--- config.mk ---
export PLATFORM = sky130hd
export DESIGN_NAME = float32_q4_28_converter
export DESIGN_NICKNAME = d
export VERILOG_FILES = /design/src/hdl/fq428_pkg.sv /design/src/hdl/fq428_f2x.sv /design/src/hdl/fq428_x2f.sv /design/src/hdl/float32_q4_28_converter.sv
export SDC_FILE = /design/constraint.sdc
export NUM_CORES = 1
export LEC_CHECK = 0
export ABC_AREA = 1
export ABC_CLOCK_PERIOD_IN_PS = 4300
export BUFFER_PORTS_ARGS = -buffer_cell sky130_fd_sc_hd__buf_4
export CORE_MARGIN = 10
export CORE_UTILIZATION = 52
export DETAILED_ROUTE_END_ITERATION = 8
export GPL_TIMING_DRIVEN = 0
export PLACE_DENSITY = 0.84
export SETUP_SLACK_MARGIN = 0.1
export SLEW_MARGIN = 20
export SYNTH_ARGS = -nofsm -noshare
export SYNTH_HDL_FRONTEND = slang
export SYNTH_SLANG_ARGS = --single-unit
--- constraint.sdc ---
create_clock -name aclk -period 4.3 [get_ports aclk]
set_input_delay 0.86 -clock aclk [delete_from_list [all_inputs] [get_ports aclk]]
set_output_delay 0.86 -clock aclk [all_outputs]
set_load 0.02 [all_outputs]
--- src/hdl/fq428_pkg.sv ---
// Shared types and constants for the float32 / Q4.28 converter.
// Holds the transaction structs, action codes and format constants.
// No dependencies.
package fq428_pkg;

    // Action codes carried by the input transaction.
    localparam logic ACTION_F2X = 1'b0;  // single precision bits to Q4.28
    localparam logic ACTION_X2F = 1'b1;  // Q4.28 to single precision bits

    // Single-precision layout.
    localparam int MANT_BITS = 23;
    localparam int EXP_BITS  = 8;
    localparam int EXP_BIAS  = 127;
    localparam logic [EXP_BITS-1:0] EXP_SPECIAL = 8'hFF;

    // Q4.28 layout.
    localparam int FIX_FRAC_BITS = 28;
    localparam int FIX_INT_BITS  = 4;

    // Exponent at and above which a float leaves the Q4.28 range.
    localparam logic [EXP_BITS-1:0] SAT_EXP = EXP_BITS'(EXP_BIAS + FIX_INT_BITS - 1);
    // Exponent at which the mantissa sits unshifted in the Q4.28 word.
    localparam logic [EXP_BITS-1:0] ALIGN_EXP =
        EXP_BITS'(EXP_BIAS - (FIX_FRAC_BITS - MANT_BITS));

    // Saturation words.
    localparam logic [31:0] FIX_MAX = 32'h7FFF_FFFF;
    localparam logic [31:0] FIX_MIN = 32'h8000_0000;

    // Input transaction.
    typedef struct packed {
        logic        action;
        logic [31:0] operand;
    } in_t;

    // Result transaction.
    typedef struct packed {
        logic [31:0] result;
        logic        saturated;
    } out_t;

endpackage

--- src/hdl/fq428_f2x.sv ---
// Single-precision bit pattern to signed Q4.28, truncating toward zero.
// Purely combinational; depends on fq428_pkg.
module fq428_f2x (
    input  logic [31:0]     operand,
    output fq428_pkg::out_t res
);
    import fq428_pkg::*;

    logic                sign;
    logic [EXP_BITS-1:0] expo;
    logic [31:0]         mant;
    logic [EXP_BITS-1:0] lsh;
    logic [EXP_BITS-1:0] rsh;
    logic [31:0]         mag;

    // Split the float into its fields; the mantissa gets its implicit one.
    assign sign = operand[31];
    assign expo = operand[30:23];
    assign mant = {8'b0, 1'b1, operand[MANT_BITS-1:0]};
    assign lsh  = expo - ALIGN_EXP;
    assign rsh  = ALIGN_EXP - expo;

    // Align the mantissa to the Q4.28 binary point.
    always_comb begin
        if (expo >= ALIGN_EXP) begin
            mag = mant << lsh[2:0];
        end else if (rsh >= 8'd32) begin
            mag = '0;
        end else begin
            mag = mant >> rsh[4:0];
        end
    end

    // Handle zero, denormals and out-of-range values, then apply the sign.
    always_comb begin
        res.saturated = 1'b0;
        if (expo == '0) begin
            res.result = '0;
        end else if (expo == EXP_SPECIAL || expo >= SAT_EXP) begin
            res.saturated = 1'b1;
            res.result    = sign ? FIX_MIN : FIX_MAX;
        end else begin
            res.result = sign ? (32'd0 - mag) : mag;
        end
    end

endmodule

--- src/hdl/fq428_x2f.sv ---
// Signed Q4.28 to single-precision bit pattern, truncating the mantissa.
// Purely combinational; depends on fq428_pkg.
module fq428_x2f (
    input  logic [31:0]     operand,
    output fq428_pkg::out_t res
);
    import fq428_pkg::*;

    logic                neg;
    logic [31:0]         absv;
    logic [4:0]          lz;
    logic [31:0]         norm;
    logic [EXP_BITS-1:0] expo;

    // Magnitude of the two's complement word; the most negative value maps to itself.
    assign neg  = operand[31];
    assign absv = neg ? (32'd0 - operand) : operand;

    // Leading-zero count as a priority encoder; the highest set bit wins.
    always_comb begin
        lz = 5'd31;
        for (int i = 0; i < 32; i++) begin
            if (absv[i]) begin
                lz = 5'(31 - i);
            end
        end
    end

    // Normalize so the leading one lands in the top bit, then build the exponent.
    assign norm = absv << lz;
    assign expo = SAT_EXP - EXP_BITS'(lz);

    // Assemble the float; a zero word gives positive zero.
    always_comb begin
        res.saturated = 1'b0;
        if (operand == '0) begin
            res.result = '0;
        end else begin
            res.result = {neg, expo, norm[30:31-MANT_BITS]};
        end
    end

endmodule

--- src/hdl/float32_q4_28_converter.sv ---
// Path: an accepted input is held in the input register, then moves to the result register
// when the result side can take it.
// Throughput: one transaction per cycle while m_ready holds; each direction has its own
// datapath between the input register and the result register, selected by the action code.
// A stalled result holds in the result register; the input register takes one more
// transaction, then s_ready drops until the result side drains.
// Reset: synchronous, active low on aresetn; clears both valid flags, payloads are not reset.
// Depends on fq428_pkg, fq428_f2x and fq428_x2f.
module float32_q4_28_converter (
    input  logic             aclk,
    input  logic             aresetn,
    input  logic             s_valid,
    output logic             s_ready,
    input  fq428_pkg::in_t   s_data,
    output logic             m_valid,
    input  logic             m_ready,
    output fq428_pkg::out_t  m_data
);
    import fq428_pkg::*;

    logic in_valid_reg, in_valid_next;
    in_t  in_data_reg;
    logic out_valid_reg, out_valid_next;
    out_t out_data_reg;
    out_t f2x_res;
    out_t x2f_res;
    out_t conv_res;
    logic out_adv;

    // Pipeline advance: the result register moves when empty or drained.
    assign out_adv = !out_valid_reg || m_ready;
    assign s_ready = !in_valid_reg || out_adv;

    // Valid flags for the two register stages.
    always_comb begin
        in_valid_next  = s_ready ? s_valid : in_valid_reg;
        out_valid_next = out_adv ? in_valid_reg : out_valid_reg;
    end

    always_ff @(posedge aclk) begin
        if (!aresetn) begin
            in_valid_reg  <= 1'b0;
            out_valid_reg <= 1'b0;
        end else begin
            in_valid_reg  <= in_valid_next;
            out_valid_reg <= out_valid_next;
        end
    end

    // Input payload register.
    always_ff @(posedge aclk) begin
        if (s_ready) begin
            in_data_reg <= s_data;
        end
    end

    // Conversion datapath, one per direction.
    fq428_f2x u_f2x (
        .operand (in_data_reg.operand),
        .res     (f2x_res)
    );

    fq428_x2f u_x2f (
        .operand (in_data_reg.operand),
        .res     (x2f_res)
    );

    // Pick the direction the transaction asked for.
    always_comb begin
        if (in_data_reg.action == ACTION_X2F) begin
            conv_res = x2f_res;
        end else begin
            conv_res = f2x_res;
        end
    end

    // Result payload register.
    always_ff @(posedge aclk) begin
        if (out_adv) begin
            out_data_reg <= conv_res;
        end
    end

    assign m_valid = out_valid_reg;
    assign m_data  = out_data_reg;

`ifndef SYNTHESIS
    // A saturated result is always one of the two clamp words.
    a_sat_word: assert property (@(posedge aclk) disable iff (!aresetn)
        (out_valid_reg && out_data_reg.saturated) |->
            (out_data_reg.result == FIX_MAX || out_data_reg.result == FIX_MIN))
        else $error("saturated result is not a clamp word");

    // An accepted transaction lands in the input register.
    a_in_load: assert property (@(posedge aclk) disable iff (!aresetn)
        (s_valid && s_ready) |=> in_valid_reg)
        else $error("accepted transaction lost at input register");

    // A staged transaction moves on whenever the result side can take it.
    a_out_load: assert property (@(posedge aclk) disable iff (!aresetn)
        (in_valid_reg && out_adv) |=> out_valid_reg)
        else $error("staged transaction lost at result register");

    // Reset empties the result register.
    a_reset: assert property (@(posedge aclk)
        !aresetn |=> !out_valid_reg)
        else $error("result valid after reset");
`endif

endmodule
==> summary.txt, run 1 <==
Layout
  • Nets@finish: around 1700
  • Finished Layout Cells: approximately 1900
  • Layout cells sized above 1: between 30% and 40%
  • Commonest non-fill, non-tap cells in the layout: nand2_1 (323), buf_4 (201), nor2_1 (156)
  • Antenna cells: 0
  • Design area: 0.0124 mm2
  • Commonest non-fill, non-tap cell in the layout: nand2_1
  • Synth-to-Final Area Change: 46.2%

Clocking
  • Root buffer cell: clkbuf_16
  • CTS buffer count: 9
  • Hold buffer count at CTS: 0
  • Clock Path Buffers: 2
  • Reg clk slew, reported paths: approximately 0.050 ns
  • H-tree lvl count: 3
  • CTS tree: yes
  • Clock Latency Late Sink: about 0.35 ns
  • Clk sink count: between 60 and 70

Timing
  • Setup TNS: -10.64 ns
  • Unrepaired setup endpoints after global routing: true
  • # setup viols final: 31
  • Final Cycle Share: 114%
  • Fin. Hold Viols: 0
  • Max-slew headroom: a little over two fifths
  • Actual slew at the worst max-slew pin: around 0.86 ns
  • Peak Freq: 204 MHz
  • Worst Clk Skew: approximately 0.012 ns
  • Post-route worst setup slack: -0.594 ns
  • Slew Limit Fails: 0
  • WHS: 0.469 ns
  • Post-layout min period: around 5 ns

Detailed routing
  • Via-to-Cell Ratio: 6.26
  • DRC: 18
  • Total Wirelength: around 38000 um
  • Initial DRC count: between 2000 and 2500
  • ANT nets after route: 0
  • Drt wl/cell: approximately 20 um
  • Vias: 11665
  • DR pass1 iterations: 9

Die
  • Core ar.: about 0.016 mm2
  • Die Span X: between 100 and 150 um
  • Die ar.: ~0.022 mm2
  • I/O Pins: between 70 and 80
  • Site Rows: 46
  • Die Height: 148 um
  • Starting Density: between 50% and 60%

Yosys
  • Synthesized netlist cell count: approximately 1400
  • Yosys Warn Count: 0
  • Post-Syn Area: roughly 0.0085 mm2
  • Distinct cells, synth: 55
  • Post-synthesis sequential area ratio: between 20% and 30%
  • Total nets after synthesis: between 1000 and 1500
  • Mean Syn Cell Area: 5.95 um2
  • Number of synthesized register bits: 68

Setup path
  • Cell family with most CP delay: simple AND/OR/NAND/NOR gates
  • Worst R2R Setup Slack: -0.59 ns
  • Worst EP arrival: 5.10 ns
  • Critical Path RT: approximately 4.5 ns
  • Crit. End Element: flip-flop
  • Reg-to-Reg Start: in_data_reg[5]
  • CP most frequent cell: nand2_1
  • Worst R2R Path Depth: 37
  • Worst-path fanout max: 10
  • Setup CP Type: reg2reg
  • CP Launch Type: flip-flop
  • Worst r2r dst: m_data[11]
  • CP max stage delay: 0.45 ns
  • Critical-path top delay cell: edfxtp_1
  • CP bufs+invs: 2

Job
  • Max cap viols: 0

GRT
  • Met3 Track Usage GR: roughly 5.7%
  • Gr ovfl total: 0
  • M2 GR Usage: 43.6%
  • Largest net degree at the start of global routing: 35
  • Global routing met1 resource utilization: a little under two fifths
  • Tot GR Track Use: between 20 and 30%
  • Number of antenna violations at the first check in global routing: 0
  • Gr busiest metal: met2
  • Global-route wire length before repair: about 50000 um
  • Vias in the first global route: 9704

Place
  • Final GP Congestion: approximately 1.0
  • DP HPWL: 24300 um
  • DP Area: ~0.0093 mm2
  • Input/output buffers: between 70 and 80
  • DP Worst Slack: -0.895 ns
  • Inst Count DP: roughly 1700

Power and ir drop
  • Peak supply drop: between 0.0003 and 0.0004 V
  • Pleak: between 0.005 and 0.006 uW
  • Power Dens Cells: 299 mW/mm2

Min path
  • Endpoint with the worst hold slack: m_valid
  • Hold path startpoint: in_valid_reg
  • Hold Path Stages: 2
  • Hold Crit Class: reg2reg

Status
  • Failing checks: DRC, setup timing
  • Outcome: finished, violations left
-- synthesized netlist by cell type, drive strengths merged --
cell     count  area [um2]
o22ai       10        62.6
o2111ai      1        8.76
o221ai       1        8.76
o311ai       2        17.5
inv        167         627
a31oi        3        18.8
o21a         1        7.51
clkbuf      29         109
nor2       185         742
a22o         1        8.76
ha          10         125
clkinv       1        3.75
a22oi        1        7.51
nor3        39         253
nor4         4        37.5
a21oi       63         323
and3         1        6.26
xnor2        3        26.3
nand3b       3        35.0
or2          6        37.5
nand2      409        1560
nand4       15         113
xor2        29         277
a41oi        1        8.76
buf         38         262
o21ai      129         668
a211oi       1        7.51
mux2i        3        30.0
o31ai        7        52.6
dfxtp        2        40.0
edfxtp      66        1980
nand3      186         953
o211ai       7        52.6
-- cell type report --
cell class	instances	area (um2)
inverters	168	653
repair buffers	208	1620
clock buffers	14	264
fillers	1074	3560
plain buffers	64	520
flip-flops and latches	68	2020
multi-input cells	1122	7010
well taps	216	270
clock inverters	2	35.0
-- metrics by stage --
step	util, %	total power, uW
global placement	58.4	2260
finish	77.7	3700
floorplan	-	1840
CTS	67.7	3210
global route	77.7	3870
detailed placement	58.5	2270
-- worst reg2reg max path, delay by kind of cell, from the launching register on --
family          cells  cell delay (ns)
buf+inv             2             0.46
simple gates       32             3.07
compound gates      2             0.50
xor+xnor            1             0.29
flops               1             0.45
-- worst max path at each step --
stage	startpoint	to	slack, ns	cells past startpoint
3_3_place_gp	in_data_reg[24]	m_data[31]	-0.92	30
4_1_cts	in_data_reg[24]	m_data[31]	0.04	30
5_1_grt	in_data_reg[1]	m_data[11]	-0.77	38
3_5_place_dp	in_data_reg[24]	m_data[31]	-0.90	30
6_report	in_data_reg[5]	m_data[11]	-0.59	37
2_1_floorplan	in_data_reg[24]	m_data[31]	0.14	31
-- cells by family after synthesis --
logic type	after synthesis	synth area share [%]
and+or+nand+nor	848	44.1
buffers and inverters	235	11.8
AOI/OAI and AO/OA	228	14.8
DFF	68	23.9
xor gates and xnor gates	32	3.57
adders and majority gates	10	1.48
muxes	3	0.354
-- power by group --
| part | switching, uW | internal, uW | total [uW] |
|---|---|---|---|
| combinational | 1320 | 751 | 2080 |
| clock | 267 | 480 | 747 |
| sequential | 49.8 | 826 | 876 |
| total | 1640 | 2060 | 3700 |
-- routing by layer --
metal	vias to the layer above	wire length (um)
met5	-	0
met4	0	3050
met1	5100	13800
met3	340	4700
li1	5121	-
met2	1104	16500
-- timing repair --
| item | 4_1_cts | 5_1_grt |
|---|---|---|
| endpoints found under the hold margin | 0 | 0 |
| gates cloned | 2 | 4 |
| resized for setup | 118 | 314 |
| pin swaps | 44 | 85 |
| setup buffers | 90 | 44 |
| setup endpoints to repair | 32 | 32 |
No activity file was read; power rests on OpenSTA's default activity.
==> run 2: changes to the inputs <==
Settings changed: CAP_MARGIN set to 0, PLACE_DENSITY 0.84 to 0.81.
==> run 2 against run 1 <==
  * The flow finishes with violations (setup timing)
  * Critical path depth is 14 lower
  * Critical path type unchanged
  * Critical endpoint is now m_data[24]
  * Combinational power is 2% lower
  * Via count is 3.0% lower
  * First-iteration DRC count is 14% lower
==> summary.txt, run 2 (same netlist as run 1, synthesis figures left out) <==
Min path
  • Endpoint with the worst hold slack: m_valid
  • Hold Crit Class: reg2reg
  • Hold Path Stages: 2
  • Hold path startpoint: in_valid_reg

Timing
  • # setup viols final: 24
  • Fin. Hold Viols: 0
  • Actual slew at the worst max-slew pin: between 0.7 and 0.8 ns
  • Slew Limit Fails: 0
  • Final Cycle Share: 105%
  • Post-layout min period: roughly 4.5 ns
  • Post-route worst setup slack: -0.234 ns
  • Max-slew headroom: about half
  • Peak Freq: between 200 and 250 MHz
  • Worst Clk Skew: between 0.008 and 0.009 ns
  • Unrepaired setup endpoints after global routing: true

Layout
  • Finished Layout Cells: ~1800
  • Antenna cells: 0
  • Layout cells sized above 1: a little under two fifths
  • Commonest non-fill, non-tap cells in the layout: nand2_1 (317), buf_4 (180), nor2_1 (155)
  • Nets@finish: around 1700
  • Synth-to-Final Area Change: 45.5%
  • Commonest non-fill, non-tap cell in the layout: nand2_1

Setup path
  • Critical Path RT: approximately 4.4 ns
  • Worst EP arrival: ~4.6 ns
  • Worst r2r dst: m_data[24]
  • Crit. End Element: flip-flop
  • CP Launch Type: flip-flop
  • Worst R2R Setup Slack: -0.23 ns
  • Setup CP Type: reg2reg
  • Worst-path fanout max: 10
  • Worst R2R Path Depth: 23
  • Reg-to-Reg Start: in_data_reg[23]

Clocking
  • Root buffer cell: clkbuf_16
  • Hold buffer count at CTS: 0
  • Clock Path Buffers: 2
  • H-tree lvl count: 3
  • Clock Latency Late Sink: between 0.3 and 0.4 ns
  • Clk sink count: 68
  • CTS tree: yes
  • Reg clk slew, reported paths: 0.05 ns
  • CTS buffer count: 9

GRT
  • Gr ovfl total: 0
  • Largest net degree at the start of global routing: 35
  • Number of antenna violations at the first check in global routing: 0
  • Tot GR Track Use: 28.4%
  • Global-route wire length before repair: 49400 um
  • Vias in the first global route: ~9000

Place
  • DP HPWL: between 20000 and 30000 um
  • Final GP Congestion: just over 1
  • Input/output buffers: just over 70
  • Inst Count DP: between 1500 and 2000
  • DP Worst Slack: -0.845 ns

Detailed routing
  • Drt wl/cell: roughly 20 um
  • DRC: 0
  • Initial DRC count: 1832
  • Via-to-Cell Ratio: a little over 6
  • Vias: roughly 11000
  • Total Wirelength: between 30000 and 40000 um
  • ANT nets after route: 0
  • DR pass1 iterations: 6

Power and ir drop
  • Pleak: between 0.005 and 0.006 uW
  • Comb pwr share: 55.5%
  • Clock power share: roughly 21%
  • Switching Share: ~44%
  • Peak supply drop: around 0.00023 V
  • Net Sw Power: 1610 uW
  • Power Dens Cells: between 200 and 300 mW/mm2
  • Internal power: 2040 uW
  • Sequential Power Share: between 20% and 30%

Job
  • Max cap viols: 0

Die
  • Die Span X: between 100 and 150 um
  • Core ar.: between 0.015 and 0.02 mm2
  • I/O Pins: 72
  • Die ar.: roughly 0.022 mm2
  • Site Rows: 46
  • Die Height: around 150 um
  • Starting Density: 53.1%

Status
  • Outcome: finished, violations left
  • Failing checks: setup timing
-- run 2: worst max-delay path by stage --
stage	to	from	slack, ns
finish	m_data[24]	in_data_reg[23]	-0.23
detailed placement	m_data[31]	in_data_reg[24]	-0.84
floorplan	m_data[31]	in_data_reg[24]	0.14
global route	m_data[10]	in_data_reg[6]	-0.47
CTS	m_data[31]	in_data_reg[23]	0.06
global placement	m_data[31]	in_data_reg[24]	-0.80
-- run 2: routing by layer --
layer | up-vias | GRT usage [%] | part of all wire, %
met5 | - | 0 | 0
met3 | 217 | 5.59 | 12
met2 | 949 | 42.2 | 43
met1 | 5062 | 38.9 | 38
li1 | 5083 | - | -
met4 | 0 | 12.7 | 6.6
-- run 2: power by group through the flow --
stage                     Sequential [uW]  Clock (uW)  Combinational [uW]
after detailed placement              889           0                1390
after global routing                  880         790                2150
final                                 875         751                2030
after CTS                             874         762                1520
after floorplan                       956           0                 883
after global placement                888           0                1390
-- run 2: per-stage QoR --
| step | total power [uW] | setup TNS [ns] | util (%) | instance area (um2) | hold WS, ns |
|---|---|---|---|---|---|
| after detailed placement | 2280 | -12.98 | 58.5 | 9330 | 0.453 |
| after floorplan | 1840 | 0 | - | 8500 | 0.427 |
| after global routing | 3820 | -9.82 | 77.3 | 12300 | 0.479 |
| final | 3650 | -1.76 | 77.3 | 12300 | 0.460 |
| after CTS | 3160 | 0 | 65.1 | 10400 | 0.458 |
| after global placement | 2270 | -12.46 | 58.4 | 9310 | 0.429 |
-- run 2: repair_timing --
action / in CTS / in global routing
hold endpoints to repair: 0 / 0
setup endpoints to repair: 32 / 32
cloned: 2 / 4
buffers inserted: 48 / 68
pin swaps: 28 / 127
resized for setup: 92 / 379
-- run 2: critical path: stages (launching register included) --
cell and delay [ns]:
edfxtp_1 0.43, inv_2 0.08, buf_12 0.14, buf_8 0.12
ha_4 0.27, clkbuf_8 0.17, nand2_1 0.06, o21ai_1 0.11
o21ai_2 0.17, nor2_2 0.07, o211ai_1 0.30, o21ai_2 0.18
nor2_2 0.21, nand2_4 0.09, nor3_4 0.22, nand3_2 0.14
nor3_4 0.19, nand2_2 0.14, nor3_4 0.25, nand4_1 0.21
inv_2 0.12, nor3_1 0.06, o31ai_1 0.33, o21ai_1 0.18
-- run 2: layout make-up --
class	instances	area, um2
Tap cell	216	270
Buffer	64	512
Sequential cell	68	2020
Fill cell	1138	3610
Multi-Input combinational cell	1121	7000
Inverter	168	658
Clock buffer	14	264
Clock inverter	2	35.0
Timing Repair Buffer	191	1560
